[config.mk]
export PLATFORM = sky130hd
export DESIGN_NAME = stepper_move_pulse_generator_flat
export DESIGN_NICKNAME = d
export VERILOG_FILES = /design/src/rtl/smpg_pkg.sv /design/src/rtl/smpg_req_if.sv /design/src/rtl/smpg_rsp_if.sv /design/src/rtl/smpg_front.sv /design/src/rtl/smpg_cmd_queue.sv /design/src/rtl/smpg_divider.sv /design/src/rtl/smpg_back.sv /design/src/rtl/stepper_move_pulse_generator.sv /design/src/flat_wrapper.sv
export SDC_FILE = /design/constraint.sdc
export NUM_CORES = 2
export LEC_CHECK = 0
export ABC_AREA = 1
export BUFFER_PORTS_ARGS = -buffer_cell sky130_fd_sc_hd__buf_4
export CAP_MARGIN = 10
export CORE_MARGIN = 1
export CORE_UTILIZATION = 60
export CTS_CLUSTER_DIAMETER = 150
export DETAILED_ROUTE_END_ITERATION = 16
export PLACE_DENSITY = 0.74
export SLEW_MARGIN = 10
export SYNTH_ARGS = -nofsm -noshare
export SYNTH_HDL_FRONTEND = slang
export SYNTH_HIERARCHICAL = 1
export SYNTH_SLANG_ARGS = --single-unit
[constraint.sdc]
create_clock -name clock -period 22.5 [get_ports clock]
set_clock_uncertainty 0.1 [all_clocks]
set_input_delay 4.5 -clock clock [delete_from_list [all_inputs] [get_ports clock]]
set_output_delay 4.5 -clock clock [all_outputs]
set_load 0.05 [all_outputs]
[src/rtl/smpg_pkg.sv]
// Shared types, field widths, codes and reset values for the step pulse generator.
package smpg_pkg;

   // Item field widths
   localparam int ACTION_W      = 3;
   localparam int AMOUNT_W      = 24;
   localparam int REV_MS_W      = 20;
   localparam int IMP_W         = 16;
   localparam int STEPS_OUT_W   = 24;

   // Register widths
   localparam int PW_W          = 10;
   localparam int SPR_W         = 16;
   localparam int CSR_INDEX_W   = 3;
   localparam int CSR_DATA_W    = 20;

   // Arithmetic widths
   localparam int US_PER_MS          = 1000;
   localparam int US_W               = 10;
   localparam int REV_FRACTION_SHIFT = 8;
   localparam int DIV_NUM_W          = AMOUNT_W + SPR_W;
   localparam int DIV_DEN_W          = REV_MS_W;
   localparam int DIV_CNT_W          = $clog2(DIV_NUM_W + 1);
   localparam int PERIOD_NUM_W       = REV_MS_W + US_W;
   localparam int WIDE_W             = 40;

   // Parameter defaults
   localparam int STEP_COUNT_BITS_DEFAULT = 24;
   localparam int PERIOD_BITS_DEFAULT     = 32;

   // Command queue
   localparam int QUEUE_DEPTH = 2;
   localparam int QUEUE_PTR_W = $clog2(QUEUE_DEPTH);
   localparam int QUEUE_CNT_W = $clog2(QUEUE_DEPTH + 1);

   // Reset values
   localparam int PERIOD_RESET_US = 10000;

   typedef logic [ACTION_W-1:0] action_type;

   localparam action_type ACT_TICK      = 3'd0;
   localparam action_type ACT_MOVE_REV  = 3'd1;
   localparam action_type ACT_MOVE_TIME = 3'd2;
   localparam action_type ACT_MOVE_IMP  = 3'd3;
   localparam action_type ACT_START     = 3'd4;
   localparam action_type ACT_STOP      = 3'd5;

   typedef logic [CSR_INDEX_W-1:0] csr_index_type;

   localparam csr_index_type CSR_PULSE_WIDTH  = 3'd0;
   localparam csr_index_type CSR_STEPS_PER_REV = 3'd1;
   localparam csr_index_type CSR_IMP_LOW      = 3'd2;
   localparam csr_index_type CSR_IMP_HIGH     = 3'd3;
   localparam csr_index_type CSR_FAST_BAND    = 3'd4;
   localparam csr_index_type CSR_MIDDLE_BAND  = 3'd5;
   localparam csr_index_type CSR_SLOW_BAND    = 3'd6;

   typedef logic [2:0] op_type;

   localparam op_type OP_TICK       = 3'd0;
   localparam op_type OP_MOVE_SHIFT = 3'd1;
   localparam op_type OP_MOVE_DIV   = 3'd2;
   localparam op_type OP_START      = 3'd3;
   localparam op_type OP_STOP       = 3'd4;
   localparam op_type OP_NOP        = 3'd5;

   typedef struct packed {
      action_type          action;
      logic [AMOUNT_W-1:0] amount;
      logic [REV_MS_W-1:0] rev_period_ms;
      logic                direction;
      logic [IMP_W-1:0]    impedance;
   } req_item_type;

   typedef struct packed {
      logic                   step_level;
      logic                   dir_level;
      logic                   is_running;
      logic [STEPS_OUT_W-1:0] steps_left;
   } rsp_item_type;

   typedef struct packed {
      logic [PW_W-1:0]     pulse_width_ticks;
      logic [SPR_W-1:0]    steps_per_revolution;
      logic [IMP_W-1:0]    impedance_low_limit;
      logic [IMP_W-1:0]    impedance_high_limit;
      logic [REV_MS_W-1:0] fast_band_rev_ms;
      logic [REV_MS_W-1:0] middle_band_rev_ms;
      logic [REV_MS_W-1:0] slow_band_rev_ms;
   } cfg_type;

   typedef struct packed {
      op_type                  op;
      logic                    direction;
      logic [DIV_NUM_W-1:0]    steps_num;
      logic [DIV_DEN_W-1:0]    steps_den;
      logic [PERIOD_NUM_W-1:0] period_num;
   } cmd_type;

   typedef struct packed {
      logic                 start;
      logic [DIV_NUM_W-1:0] dividend;
      logic [DIV_DEN_W-1:0] divisor;
   } div_req_type;

   typedef struct packed {
      logic                 busy;
      logic                 done;
      logic [DIV_NUM_W-1:0] quotient;
   } div_rsp_type;

endpackage

[src/rtl/smpg_req_if.sv]
// Request channel interface: valid, ready and one request item.
interface smpg_req_if;
   logic                  valid;
   logic                  ready;
   smpg_pkg::req_item_type data;

   modport source (output valid, output data, input ready);
   modport sink   (input valid, input data, output ready);
endinterface

[src/rtl/smpg_rsp_if.sv]
// Response channel interface: valid, ready and one result item.
interface smpg_rsp_if;
   logic                  valid;
   logic                  ready;
   smpg_pkg::rsp_item_type data;

   modport source (output valid, output data, input ready);
   modport sink   (input valid, input data, output ready);
endinterface

[src/rtl/smpg_front.sv]
// Front end: accepts request items, picks the speed band and forms the operands.
module smpg_front (
   smpg_req_if.sink           req_ch,
   input  smpg_pkg::cfg_type  cfg,
   input  logic               q_full,
   output logic               push,
   output smpg_pkg::cmd_type  push_cmd
);

   localparam int NUM_W  = smpg_pkg::DIV_NUM_W;
   localparam int PNUM_W = smpg_pkg::PERIOD_NUM_W;

   logic [smpg_pkg::REV_MS_W-1:0] band_ms;
   logic [smpg_pkg::REV_MS_W-1:0] rev_ms_sel;
   logic                          is_imp;

   assign req_ch.ready = !q_full;
   assign push         = req_ch.valid && !q_full;
   assign is_imp       = (req_ch.data.action == smpg_pkg::ACT_MOVE_IMP);

   // Pick the band by impedance: below low is fast, up to high is middle
   always_comb begin
      priority if (req_ch.data.impedance < cfg.impedance_low_limit) begin
         band_ms = cfg.fast_band_rev_ms;
      end else if (req_ch.data.impedance <= cfg.impedance_high_limit) begin
         band_ms = cfg.middle_band_rev_ms;
      end else begin
         band_ms = cfg.slow_band_rev_ms;
      end
   end

   assign rev_ms_sel = is_imp ? band_ms : req_ch.data.rev_period_ms;

   always_comb begin
      push_cmd.direction  = is_imp ? 1'b1 : req_ch.data.direction;
      push_cmd.steps_num  = NUM_W'(req_ch.data.amount) * NUM_W'(cfg.steps_per_revolution);
      push_cmd.steps_den  = rev_ms_sel;
      push_cmd.period_num = PNUM_W'(rev_ms_sel) * PNUM_W'(smpg_pkg::US_PER_MS);
      unique case (req_ch.data.action)
         smpg_pkg::ACT_TICK:      push_cmd.op = smpg_pkg::OP_TICK;
         smpg_pkg::ACT_MOVE_REV:  push_cmd.op = smpg_pkg::OP_MOVE_SHIFT;
         smpg_pkg::ACT_MOVE_TIME: push_cmd.op = smpg_pkg::OP_MOVE_DIV;
         smpg_pkg::ACT_MOVE_IMP:  push_cmd.op = smpg_pkg::OP_MOVE_DIV;
         smpg_pkg::ACT_START:     push_cmd.op = smpg_pkg::OP_START;
         smpg_pkg::ACT_STOP:      push_cmd.op = smpg_pkg::OP_STOP;
         default:                 push_cmd.op = smpg_pkg::OP_NOP;
      endcase
   end

endmodule

[src/rtl/smpg_cmd_queue.sv]
// Short command queue between the front end and the step engine.
module smpg_cmd_queue (
   input  logic              clock,
   input  logic              reset,
   input  logic              push,
   input  smpg_pkg::cmd_type push_cmd,
   input  logic              pop,
   output smpg_pkg::cmd_type pop_cmd,
   output logic              full,
   output logic              empty
);

   localparam int DEPTH = smpg_pkg::QUEUE_DEPTH;
   localparam int PTR_W = smpg_pkg::QUEUE_PTR_W;
   localparam int CNT_W = smpg_pkg::QUEUE_CNT_W;

   smpg_pkg::cmd_type mem_ff [DEPTH];
   logic [PTR_W-1:0]  wr_ptr_ff, wr_ptr_in;
   logic [PTR_W-1:0]  rd_ptr_ff, rd_ptr_in;
   logic [CNT_W-1:0]  count_ff, count_in;

   assign full    = (count_ff == CNT_W'(DEPTH));
   assign empty   = (count_ff == '0);
   assign pop_cmd = mem_ff[rd_ptr_ff];

   always_comb begin
      wr_ptr_in = push ? wr_ptr_ff + PTR_W'(1) : wr_ptr_ff;
      rd_ptr_in = pop ? rd_ptr_ff + PTR_W'(1) : rd_ptr_ff;
      count_in  = count_ff;
      if (push && !pop) begin
         count_in = count_ff + CNT_W'(1);
      end else if (pop && !push) begin
         count_in = count_ff - CNT_W'(1);
      end
   end

   always_ff @(posedge clock) begin
      if (reset) begin
         wr_ptr_ff <= '0;
         rd_ptr_ff <= '0;
         count_ff  <= '0;
      end else begin
         wr_ptr_ff <= wr_ptr_in;
         rd_ptr_ff <= rd_ptr_in;
         count_ff  <= count_in;
      end
   end

   always_ff @(posedge clock) begin
      if (push) begin
         mem_ff[wr_ptr_ff] <= push_cmd;
      end
   end

endmodule

[src/rtl/smpg_divider.sv]
// Restoring divider, one quotient bit per cycle.
module smpg_divider (
   input  logic                  clock,
   input  logic                  reset,
   input  smpg_pkg::div_req_type div_req,
   output smpg_pkg::div_rsp_type div_rsp
);

   localparam int NUM_W = smpg_pkg::DIV_NUM_W;
   localparam int DEN_W = smpg_pkg::DIV_DEN_W;
   localparam int CNT_W = smpg_pkg::DIV_CNT_W;

   logic [DEN_W-1:0] rem_ff, rem_in;
   logic [NUM_W-1:0] quo_ff, quo_in;
   logic [DEN_W-1:0] den_ff, den_in;
   logic [CNT_W-1:0] cnt_ff, cnt_in;
   logic             busy_ff, busy_in;
   logic             done_ff, done_in;
   logic [DEN_W:0]   shifted;
   logic [DEN_W:0]   diff;
   logic             fits;

   assign shifted = {rem_ff, quo_ff[NUM_W-1]};
   assign diff    = shifted - {1'b0, den_ff};
   assign fits    = (shifted >= {1'b0, den_ff});

   always_comb begin
      rem_in  = rem_ff;
      quo_in  = quo_ff;
      den_in  = den_ff;
      cnt_in  = cnt_ff;
      busy_in = busy_ff;
      done_in = 1'b0;
      if (div_req.start) begin
         rem_in  = '0;
         quo_in  = div_req.dividend;
         den_in  = div_req.divisor;
         cnt_in  = CNT_W'(NUM_W);
         busy_in = 1'b1;
      end else if (busy_ff) begin
         // Subtract when the shifted remainder covers the divisor
         rem_in = fits ? diff[DEN_W-1:0] : shifted[DEN_W-1:0];
         quo_in = {quo_ff[NUM_W-2:0], fits};
         cnt_in = cnt_ff - CNT_W'(1);
         if (cnt_ff == CNT_W'(1)) begin
            busy_in = 1'b0;
            done_in = 1'b1;
         end
      end
   end

   always_ff @(posedge clock) begin
      if (reset) begin
         busy_ff <= 1'b0;
         done_ff <= 1'b0;
         cnt_ff  <= '0;
      end else begin
         busy_ff <= busy_in;
         done_ff <= done_in;
         cnt_ff  <= cnt_in;
      end
   end

   always_ff @(posedge clock) begin
      rem_ff <= rem_in;
      quo_ff <= quo_in;
      den_ff <= den_in;
   end

   assign div_rsp.busy     = busy_ff;
   assign div_rsp.done     = done_ff;
   assign div_rsp.quotient = quo_ff;

endmodule

[src/rtl/smpg_back.sv]
// Step engine: runs commands in order, drives the divider and the result register.
module smpg_back #(
   parameter int STEP_COUNT_BITS = smpg_pkg::STEP_COUNT_BITS_DEFAULT,
   parameter int PERIOD_BITS     = smpg_pkg::PERIOD_BITS_DEFAULT
) (
   input  logic                  clock,
   input  logic                  reset,
   input  smpg_pkg::cfg_type     cfg,
   input  logic                  q_empty,
   input  smpg_pkg::cmd_type     q_cmd,
   output logic                  pop,
   output smpg_pkg::div_req_type div_req,
   input  smpg_pkg::div_rsp_type div_rsp,
   smpg_rsp_if.source            rsp_ch
);

   localparam int NUM_W  = smpg_pkg::DIV_NUM_W;
   localparam int DEN_W  = smpg_pkg::DIV_DEN_W;
   localparam int WIDE_W = smpg_pkg::WIDE_W;
   localparam int OUT_W  = smpg_pkg::STEPS_OUT_W;

   localparam logic [STEP_COUNT_BITS-1:0] COUNT_MAX  = '1;
   localparam logic [PERIOD_BITS-1:0]     PERIOD_MAX = '1;
   localparam logic [OUT_W-1:0]           OUT_MAX    = '1;

   localparam logic [2:0] ST_IDLE        = 3'd0;
   localparam logic [2:0] ST_STEPS_GO    = 3'd1;
   localparam logic [2:0] ST_STEPS_WAIT  = 3'd2;
   localparam logic [2:0] ST_PERIOD_GO   = 3'd3;
   localparam logic [2:0] ST_PERIOD_WAIT = 3'd4;
   localparam logic [2:0] ST_FINISH      = 3'd5;

   function automatic logic [STEP_COUNT_BITS-1:0] sat_steps(input logic [NUM_W-1:0] v);
      return ((v >> STEP_COUNT_BITS) != '0) ? COUNT_MAX : v[STEP_COUNT_BITS-1:0];
   endfunction

   function automatic logic [PERIOD_BITS-1:0] sat_period(input logic [NUM_W-1:0] v);
      return ((v >> PERIOD_BITS) != '0) ? PERIOD_MAX : v[PERIOD_BITS-1:0];
   endfunction

   function automatic logic [OUT_W-1:0] sat_out(input logic [STEP_COUNT_BITS-1:0] r);
      logic [WIDE_W-1:0] w;
      w = WIDE_W'(r);
      return (w > WIDE_W'(OUT_MAX)) ? OUT_MAX : w[OUT_W-1:0];
   endfunction

   logic [2:0]                 state_ff, state_in;
   smpg_pkg::cmd_type          cmd_ff, cmd_in;
   logic [STEP_COUNT_BITS-1:0] new_steps_ff, new_steps_in;
   logic [PERIOD_BITS-1:0]     new_period_ff, new_period_in;

   logic                       running_ff, running_in;
   logic                       move_dir_ff, move_dir_in;
   logic                       dir_pin_ff, dir_pin_in;
   logic [STEP_COUNT_BITS-1:0] remaining_ff, remaining_in;
   logic [PERIOD_BITS-1:0]     period_ff, period_in;
   logic [PERIOD_BITS-1:0]     phase_ff, phase_in;
   logic                       step_active_ff, step_active_in;

   logic                       rsp_valid_ff, rsp_valid_in;
   smpg_pkg::rsp_item_type     rsp_data_ff, rsp_data_in;

   logic                       slot_free;
   logic                       rsp_fire;
   logic                       level;
   logic [PERIOD_BITS-1:0]     pw_ext;
   logic [PERIOD_BITS-1:0]     step_len;
   logic [PERIOD_BITS-1:0]     phase_step;

   assign slot_free = !rsp_valid_ff || rsp_ch.ready;
   assign rsp_fire  = (state_ff == ST_FINISH) && slot_free;
   assign pw_ext    = PERIOD_BITS'(cfg.pulse_width_ticks);

   // Step length is the longest of period, pulse width and one tick
   always_comb begin
      step_len = (period_ff < pw_ext) ? pw_ext : period_ff;
      if (step_len == '0) begin
         step_len = PERIOD_BITS'(1);
      end
   end

   // Sequencer: pop, run the divisions that a move needs, then finish
   always_comb begin
      state_in         = state_ff;
      cmd_in           = cmd_ff;
      new_steps_in     = new_steps_ff;
      new_period_in    = new_period_ff;
      pop              = 1'b0;
      div_req.start    = 1'b0;
      div_req.dividend = cmd_ff.steps_num;
      div_req.divisor  = cmd_ff.steps_den;
      unique case (state_ff)
         ST_IDLE: begin
            if (!q_empty) begin
               pop    = 1'b1;
               cmd_in = q_cmd;
               unique case (q_cmd.op)
                  smpg_pkg::OP_MOVE_SHIFT: begin
                     new_steps_in = sat_steps(q_cmd.steps_num >> smpg_pkg::REV_FRACTION_SHIFT);
                     state_in     = ST_PERIOD_GO;
                  end
                  smpg_pkg::OP_MOVE_DIV: state_in = ST_STEPS_GO;
                  default:               state_in = ST_FINISH;
               endcase
            end
         end
         ST_STEPS_GO: begin
            if (cmd_ff.steps_den == '0) begin
               new_steps_in = COUNT_MAX;
               state_in     = ST_PERIOD_GO;
            end else begin
               div_req.start = 1'b1;
               state_in      = ST_STEPS_WAIT;
            end
         end
         ST_STEPS_WAIT: begin
            if (div_rsp.done) begin
               new_steps_in = sat_steps(div_rsp.quotient);
               state_in     = ST_PERIOD_GO;
            end
         end
         ST_PERIOD_GO: begin
            div_req.dividend = NUM_W'(cmd_ff.period_num);
            div_req.divisor  = DEN_W'(cfg.steps_per_revolution);
            if (cfg.steps_per_revolution == '0) begin
               new_period_in = PERIOD_MAX;
               state_in      = ST_FINISH;
            end else begin
               div_req.start = 1'b1;
               state_in      = ST_PERIOD_WAIT;
            end
         end
         ST_PERIOD_WAIT: begin
            if (div_rsp.done) begin
               new_period_in = sat_period(div_rsp.quotient);
               state_in      = ST_FINISH;
            end
         end
         ST_FINISH: begin
            if (slot_free) begin
               state_in = ST_IDLE;
            end
         end
         default: state_in = ST_IDLE;
      endcase
   end

   // Apply the command to the step state and form the result
   always_comb begin
      running_in     = running_ff;
      move_dir_in    = move_dir_ff;
      dir_pin_in     = dir_pin_ff;
      remaining_in   = remaining_ff;
      period_in      = period_ff;
      phase_in       = phase_ff;
      step_active_in = step_active_ff;
      level          = step_active_ff && (phase_ff < pw_ext);
      phase_step     = phase_ff + PERIOD_BITS'(1);
      if (rsp_fire) begin
         unique case (cmd_ff.op)
            smpg_pkg::OP_TICK: begin
               if (!step_active_ff && running_ff && (remaining_ff != '0)) begin
                  dir_pin_in     = move_dir_ff;
                  step_active_in = 1'b1;
                  phase_in       = '0;
               end
               phase_step = phase_in + PERIOD_BITS'(1);
               if (step_active_in) begin
                  level = (phase_in < pw_ext);
                  if (phase_step >= step_len) begin
                     step_active_in = 1'b0;
                     phase_in       = '0;
                     if (remaining_ff != '0) begin
                        remaining_in = remaining_ff - STEP_COUNT_BITS'(1);
                     end
                     if (remaining_in == '0) begin
                        running_in = 1'b0;
                     end
                  end else begin
                     phase_in = phase_step;
                  end
               end else begin
                  level = 1'b0;
               end
            end
            smpg_pkg::OP_MOVE_SHIFT,
            smpg_pkg::OP_MOVE_DIV: begin
               move_dir_in  = cmd_ff.direction;
               period_in    = new_period_ff;
               remaining_in = new_steps_ff;
               running_in   = 1'b1;
            end
            smpg_pkg::OP_START: running_in = 1'b1;
            smpg_pkg::OP_STOP:  running_in = 1'b0;
            default: ;
         endcase
      end
      rsp_data_in.step_level = level;
      rsp_data_in.dir_level  = dir_pin_in;
      rsp_data_in.is_running = running_in;
      rsp_data_in.steps_left = sat_out(remaining_in);
      rsp_valid_in = rsp_fire || (rsp_valid_ff && !rsp_ch.ready);
   end

   always_ff @(posedge clock) begin
      if (reset) begin
         state_ff       <= ST_IDLE;
         running_ff     <= 1'b0;
         move_dir_ff    <= 1'b0;
         dir_pin_ff     <= 1'b1;
         remaining_ff   <= '0;
         period_ff      <= PERIOD_BITS'(smpg_pkg::PERIOD_RESET_US);
         phase_ff       <= '0;
         step_active_ff <= 1'b0;
         rsp_valid_ff   <= 1'b0;
      end else begin
         state_ff       <= state_in;
         running_ff     <= running_in;
         move_dir_ff    <= move_dir_in;
         dir_pin_ff     <= dir_pin_in;
         remaining_ff   <= remaining_in;
         period_ff      <= period_in;
         phase_ff       <= phase_in;
         step_active_ff <= step_active_in;
         rsp_valid_ff   <= rsp_valid_in;
      end
   end

   always_ff @(posedge clock) begin
      cmd_ff        <= cmd_in;
      new_steps_ff  <= new_steps_in;
      new_period_ff <= new_period_in;
      if (rsp_fire) begin
         rsp_data_ff <= rsp_data_in;
      end
   end

   assign rsp_ch.valid = rsp_valid_ff;
   assign rsp_ch.data  = rsp_data_ff;

endmodule

[src/rtl/stepper_move_pulse_generator.sv]
// Top level of the step and direction pulse generator.
//
//   channel   dir   handshake              item
//   req_ch    in    valid/ready            action, amount, rev_period_ms, direction, impedance
//   rsp_ch    out   valid/ready            step_level, dir_level, is_running, steps_left
//   csr_*     in    csr_we, no wait        csr_index selects register, csr_wdata value
//
// Tick, start, stop and unused actions pass only the pop and finish states of the step
// engine, pop then finish; no division runs for them.
// In a move the step count and the step period each go through the shared
// restoring divider, one quotient bit per cycle over 40 bits; a revolutions
// move skips the first division.
// Reset is synchronous and active high; it restores register defaults and clears
// the queue, the divider and the step state. A held result stalls the step engine
// only; the front end keeps filling the two-entry queue until it is full.
module stepper_move_pulse_generator #(
   parameter int STEP_COUNT_BITS = smpg_pkg::STEP_COUNT_BITS_DEFAULT,
   parameter int PERIOD_BITS     = smpg_pkg::PERIOD_BITS_DEFAULT
) (
   input  logic                              clock,
   input  logic                              reset,
   smpg_req_if.sink                          req_ch,
   smpg_rsp_if.source                        rsp_ch,
   input  logic                              csr_we,
   input  logic [smpg_pkg::CSR_INDEX_W-1:0]  csr_index,
   input  logic [smpg_pkg::CSR_DATA_W-1:0]   csr_wdata
);

   smpg_pkg::cfg_type     cfg_ff, cfg_in;
   logic                  q_push;
   logic                  q_pop;
   logic                  q_full;
   logic                  q_empty;
   smpg_pkg::cmd_type     push_cmd;
   smpg_pkg::cmd_type     pop_cmd;
   smpg_pkg::div_req_type div_req;
   smpg_pkg::div_rsp_type div_rsp;

   // Register file: take a write whenever the enable is high, drop unknown indexes
   always_comb begin
      cfg_in = cfg_ff;
      if (csr_we) begin
         unique case (csr_index)
            smpg_pkg::CSR_PULSE_WIDTH:
               cfg_in.pulse_width_ticks = csr_wdata[smpg_pkg::PW_W-1:0];
            smpg_pkg::CSR_STEPS_PER_REV:
               cfg_in.steps_per_revolution = csr_wdata[smpg_pkg::SPR_W-1:0];
            smpg_pkg::CSR_IMP_LOW:
               cfg_in.impedance_low_limit = csr_wdata[smpg_pkg::IMP_W-1:0];
            smpg_pkg::CSR_IMP_HIGH:
               cfg_in.impedance_high_limit = csr_wdata[smpg_pkg::IMP_W-1:0];
            smpg_pkg::CSR_FAST_BAND:
               cfg_in.fast_band_rev_ms = csr_wdata[smpg_pkg::REV_MS_W-1:0];
            smpg_pkg::CSR_MIDDLE_BAND:
               cfg_in.middle_band_rev_ms = csr_wdata[smpg_pkg::REV_MS_W-1:0];
            smpg_pkg::CSR_SLOW_BAND:
               cfg_in.slow_band_rev_ms = csr_wdata[smpg_pkg::REV_MS_W-1:0];
            default: ;
         endcase
      end
   end

   always_ff @(posedge clock) begin
      if (reset) begin
         cfg_ff.pulse_width_ticks    <= smpg_pkg::PW_W'(10);
         cfg_ff.steps_per_revolution <= smpg_pkg::SPR_W'(200);
         cfg_ff.impedance_low_limit  <= smpg_pkg::IMP_W'(117);
         cfg_ff.impedance_high_limit <= smpg_pkg::IMP_W'(137);
         cfg_ff.fast_band_rev_ms     <= smpg_pkg::REV_MS_W'(10000);
         cfg_ff.middle_band_rev_ms   <= smpg_pkg::REV_MS_W'(30000);
         cfg_ff.slow_band_rev_ms     <= smpg_pkg::REV_MS_W'(50000);
      end else begin
         cfg_ff <= cfg_in;
      end
   end

   // Front end: classify the item and form the multiplied operands
   smpg_front u_front (
      .req_ch   (req_ch),
      .cfg      (cfg_ff),
      .q_full   (q_full),
      .push     (q_push),
      .push_cmd (push_cmd)
   );

   // Queue: decouple acceptance from execution
   smpg_cmd_queue u_queue (
      .clock    (clock),
      .reset    (reset),
      .push     (q_push),
      .push_cmd (push_cmd),
      .pop      (q_pop),
      .pop_cmd  (pop_cmd),
      .full     (q_full),
      .empty    (q_empty)
   );

   // Shared divider for step counts and step periods
   smpg_divider u_divider (
      .clock   (clock),
      .reset   (reset),
      .div_req (div_req),
      .div_rsp (div_rsp)
   );

   // Step engine: hold the step state and present one result per item
   smpg_back #(
      .STEP_COUNT_BITS (STEP_COUNT_BITS),
      .PERIOD_BITS     (PERIOD_BITS)
   ) u_back (
      .clock   (clock),
      .reset   (reset),
      .cfg     (cfg_ff),
      .q_empty (q_empty),
      .q_cmd   (pop_cmd),
      .pop     (q_pop),
      .div_req (div_req),
      .div_rsp (div_rsp),
      .rsp_ch  (rsp_ch)
   );

   a_push_not_full: assert property (@(posedge clock) disable iff (reset)
      q_push |-> !q_full)
      else $error("item pushed into a full queue");

   a_pop_not_empty: assert property (@(posedge clock) disable iff (reset)
      q_pop |-> !q_empty)
      else $error("item popped from an empty queue");

   a_start_when_free: assert property (@(posedge clock) disable iff (reset)
      div_req.start |-> !div_rsp.busy)
      else $error("divider started while busy");

   a_start_then_busy: assert property (@(posedge clock) disable iff (reset)
      div_req.start |=> div_rsp.busy)
      else $error("divider did not go busy after start");

endmodule
[src/flat_wrapper.sv]
// flat-port wrapper written by rule: the top's interface ports become plain ports
module stepper_move_pulse_generator_flat 
#(
   parameter int STEP_COUNT_BITS = smpg_pkg::STEP_COUNT_BITS_DEFAULT,
   parameter int PERIOD_BITS     = smpg_pkg::PERIOD_BITS_DEFAULT
)
  (clock, reset, csr_we, csr_index, csr_wdata, req_ch_valid, req_ch_data, req_ch_ready, rsp_ch_valid, rsp_ch_data, rsp_ch_ready);
  smpg_req_if req_ch_i ();
  smpg_rsp_if rsp_ch_i ();
  input  logic clock;
  input  logic reset;
  input  logic csr_we;
  input  logic [smpg_pkg::CSR_INDEX_W-1:0] csr_index;
  input  logic [smpg_pkg::CSR_DATA_W-1:0] csr_wdata;
  input wire logic [$bits(req_ch_i.valid)-1:0] req_ch_valid;
  input wire logic [$bits(req_ch_i.data)-1:0] req_ch_data;
  output wire logic [$bits(req_ch_i.ready)-1:0] req_ch_ready;
  output wire logic [$bits(rsp_ch_i.valid)-1:0] rsp_ch_valid;
  output wire logic [$bits(rsp_ch_i.data)-1:0] rsp_ch_data;
  input wire logic [$bits(rsp_ch_i.ready)-1:0] rsp_ch_ready;
  assign req_ch_i.valid = req_ch_valid;
  assign req_ch_i.data = req_ch_data;
  assign req_ch_ready = req_ch_i.ready;
  assign rsp_ch_valid = rsp_ch_i.valid;
  assign rsp_ch_data = rsp_ch_i.data;
  assign rsp_ch_i.ready = rsp_ch_ready;
  stepper_move_pulse_generator #(.STEP_COUNT_BITS(STEP_COUNT_BITS), .PERIOD_BITS(PERIOD_BITS)) u_core (.clock(clock), .reset(reset), .req_ch(req_ch_i), .rsp_ch(rsp_ch_i), .csr_we(csr_we), .csr_index(csr_index), .csr_wdata(csr_wdata));
endmodule
==> metrics <==
count of final setup violators=0; dpl cells=approximately 7000; Resized cells post-CTS=0; Ys Warns=6; cts hold-fix bufs=0; Min Hold Slack=about 0.36 ns; Final Hold Viols=0; final wirelength=~130 mm; H-Tree Depth=3; Final ANT Viol Nets=0; Initial Util=0.610; Gate Count Post-Synth=5850; DR vias/cell=around 5.6; largest net degree at the start of global routing=74; met3 routed WL=~11 mm; Final Wtd Congestion=~0.95; layout overhead on the synthesized area=7.38%; RSZ-0062 raised after global routing=no; Worst-path clk slew=roughly 0.07 ns; fillers=between 6000 and 7000; GRT Overall Usage=0.318; WP buf/inv=5; CP arrival=~11 ns; core area=approximately 0.081 mm2; Worst setup EP type=flop; CTS buffer count=around 70; first-pass GRT wire length=approximately 210 mm; critical path class=in2reg; setup tns final=0 ns; Post-CTS Setup Bufs=0; vias in the first global route=between 30000 and 40000; most frequent CP cell=nand3_1; worst endpoint required time=22.83 ns; status=finished clean; Crit Path Max Fanout=21; CTS root buf=clkbuf_16; grt ovf=0; die height=a little under 300 um; critical path's largest stage delay=0.72 ns; Slew HR=0.200; fraction of layout cells with a size suffix above 1=0.0899; Final #Nets=about 6600; Mapped Area=approximately 0.05 mm2; met2 wire len=60.0 mm; number of DRC markers in iteration 0=~3600; vias=between 30000 and 40000; die area=roughly 0.084 mm2; CP top delay family=adder cells; Non-Filler Instances=around 7000; Critical Path Slowest Stage Cell=nand3_1; detailed-route DRC error count=0; Leakage Power=~25 nW; wire per inst=18.8 um; crit path time final=around 11 ns; row cnt=104; Max IR drop VDD=between 0.08 and 0.09 mV; DR pass1 iterations=6; worst-margin pin slew=roughly 1.2 ns; pwr/cell area=116 mW/mm2; Mean Syn Cell Area=roughly 8.5 um2; Top Ports=about 120; PortBufs=between 100 and 150; fin crit share=0.479; Critical Path Start Type=primary input; diodes inserted=0; Horiz. Die Dim=slightly below 300 um; CTS sink count=672; Slew Limit Fails=0; TritonCTS clock tree=built; Max Cap Viol=0; clock buffer depth=3; initial antenna violation count=1; class of the worst hold path=reg2reg; dpl hpwl=between 90 and 100 mm; f_max=92.8 MHz; uppermost layer routed=met5; clk_lat worst skew=about 0.62 ns; met1 wire length=~56 mm; Final Util=0.655
## flip-flops by register name, indices dropped and copies added (netlist names), 2 cells and up, named ones only
register,flops
u_core/u_back/period_ff,32
u_core/u_back/new_period_ff,32
u_core/u_divider/quo_ff,40
u_core/u_divider/den_ff,20
u_core/u_queue/count_ff,2
u_core/u_queue/mem_ff,188
u_core/u_back/new_steps_ff,24
u_core/u_back/rsp_ch.data,27
u_core/u_divider/rem_ff,20
u_core/u_divider/cnt_ff,6
u_core/u_back/remaining_ff,24
u_core/u_back/state_ff,3
u_core/cfg_ff,118
u_core/u_back/phase_ff,32
u_core/u_back/cmd_ff,94
## power breakdown
group	switching, mW	leakage (nW)	internal (mW)
combinational	1.98	17.6	0.992
sequential	0.146	5.80	1.89
clock	0.488	1.09	0.668
## worst paths after layout
kind         slack (ns)                           start                            to  depth (start not counted)
max               11.72                 req_ch_data[15]  u_core/u_queue/mem_ff[0][29]                         27
min                0.36  u_core/u_back/new_period_ff[8]    u_core/u_back/period_ff[8]                          2
max reg2reg       15.33               u_core/cfg_ff[75]  u_core/u_queue/mem_ff[0][29]                         27
min reg2reg        0.36  u_core/u_back/new_period_ff[8]    u_core/u_back/period_ff[8]                          2
## worst register-to-register path: stages, from the launching register on
cell,delay (ns)
dfxtp_1,0.34
inv_1,0.06
ha_1,0.30
nand2_2,0.08
nor3_2,0.21
nand3_1,0.72
nand2_2,0.73
nand2_1,0.11
o21ai_1,0.10
o21ai_1,0.07
o21ai_1,0.33
inv_1,0.24
fa_1,0.51
fa_1,0.51
fa_1,0.54
inv_1,0.05
fa_1,0.49
inv_1,0.04
ha_1,0.35
nand2_1,0.08
inv_1,0.08
nand3_1,0.09
nor3_1,0.21
nand3_1,0.12
nand3_1,0.15
nand3_1,0.09
nand2_1,0.08
xor2_1,0.19
## final cells by class
type | instances | area (um2) | area share
Multi-Input combinational cell | 3908 | 26700 | 0.503
Inverter | 1045 | 3930 | 0.0739
Clock buffer | 86 | 1850 | 0.0349
Clock inverter | 38 | 398 | 0.00749
Tap cell | 1060 | 1330 | 0.0250
Timing Repair Buffer | 156 | 1170 | 0.0220
Sequential cell | 672 | 17700 | 0.333
## per-stage QoR
step / power (mW) / setup slack (ns) / instance area, um2
floorplan: 4.19 / 12.46 / 49500
global placement: 4.93 / 11.28 / 50900
detailed placement: 4.99 / 11.18 / 50900
CTS: 6.15 / 11.80 / 53100
global route: 6.60 / 11.35 / 53100
finish: 6.16 / 11.72 / 53100
## layer usage
layer  vias up  GRT usage
met1     18500      0.444
li1      18400          -
met4         2     0.0932
met3       201     0.0609
met5         -          0
met2      1569      0.507
## layout by cell type, fill, tap and decap left out, types with 34 or more instances in the layout
| cell type | n |
|---|---|
| nand2_1 | 1557 |
| inv_1 | 1016 |
| nor2_1 | 440 |
| edfxtp_1 | 425 |
| fa_1 | 375 |
| nand3_1 | 349 |
| ha_1 | 289 |
| dfxtp_1 | 246 |
| a21oi_1 | 202 |
| buf_4 | 156 |
| o21ai_0 | 121 |
| mux2_2 | 94 |
| clkbuf_16 | 71 |
| xor2_1 | 47 |
| o21ai_1 | 40 |
| nand4_1 | 39 |
| nand2_2 | 36 |
| xnor2_1 | 34 |
(Power assumes the default switching activity.)
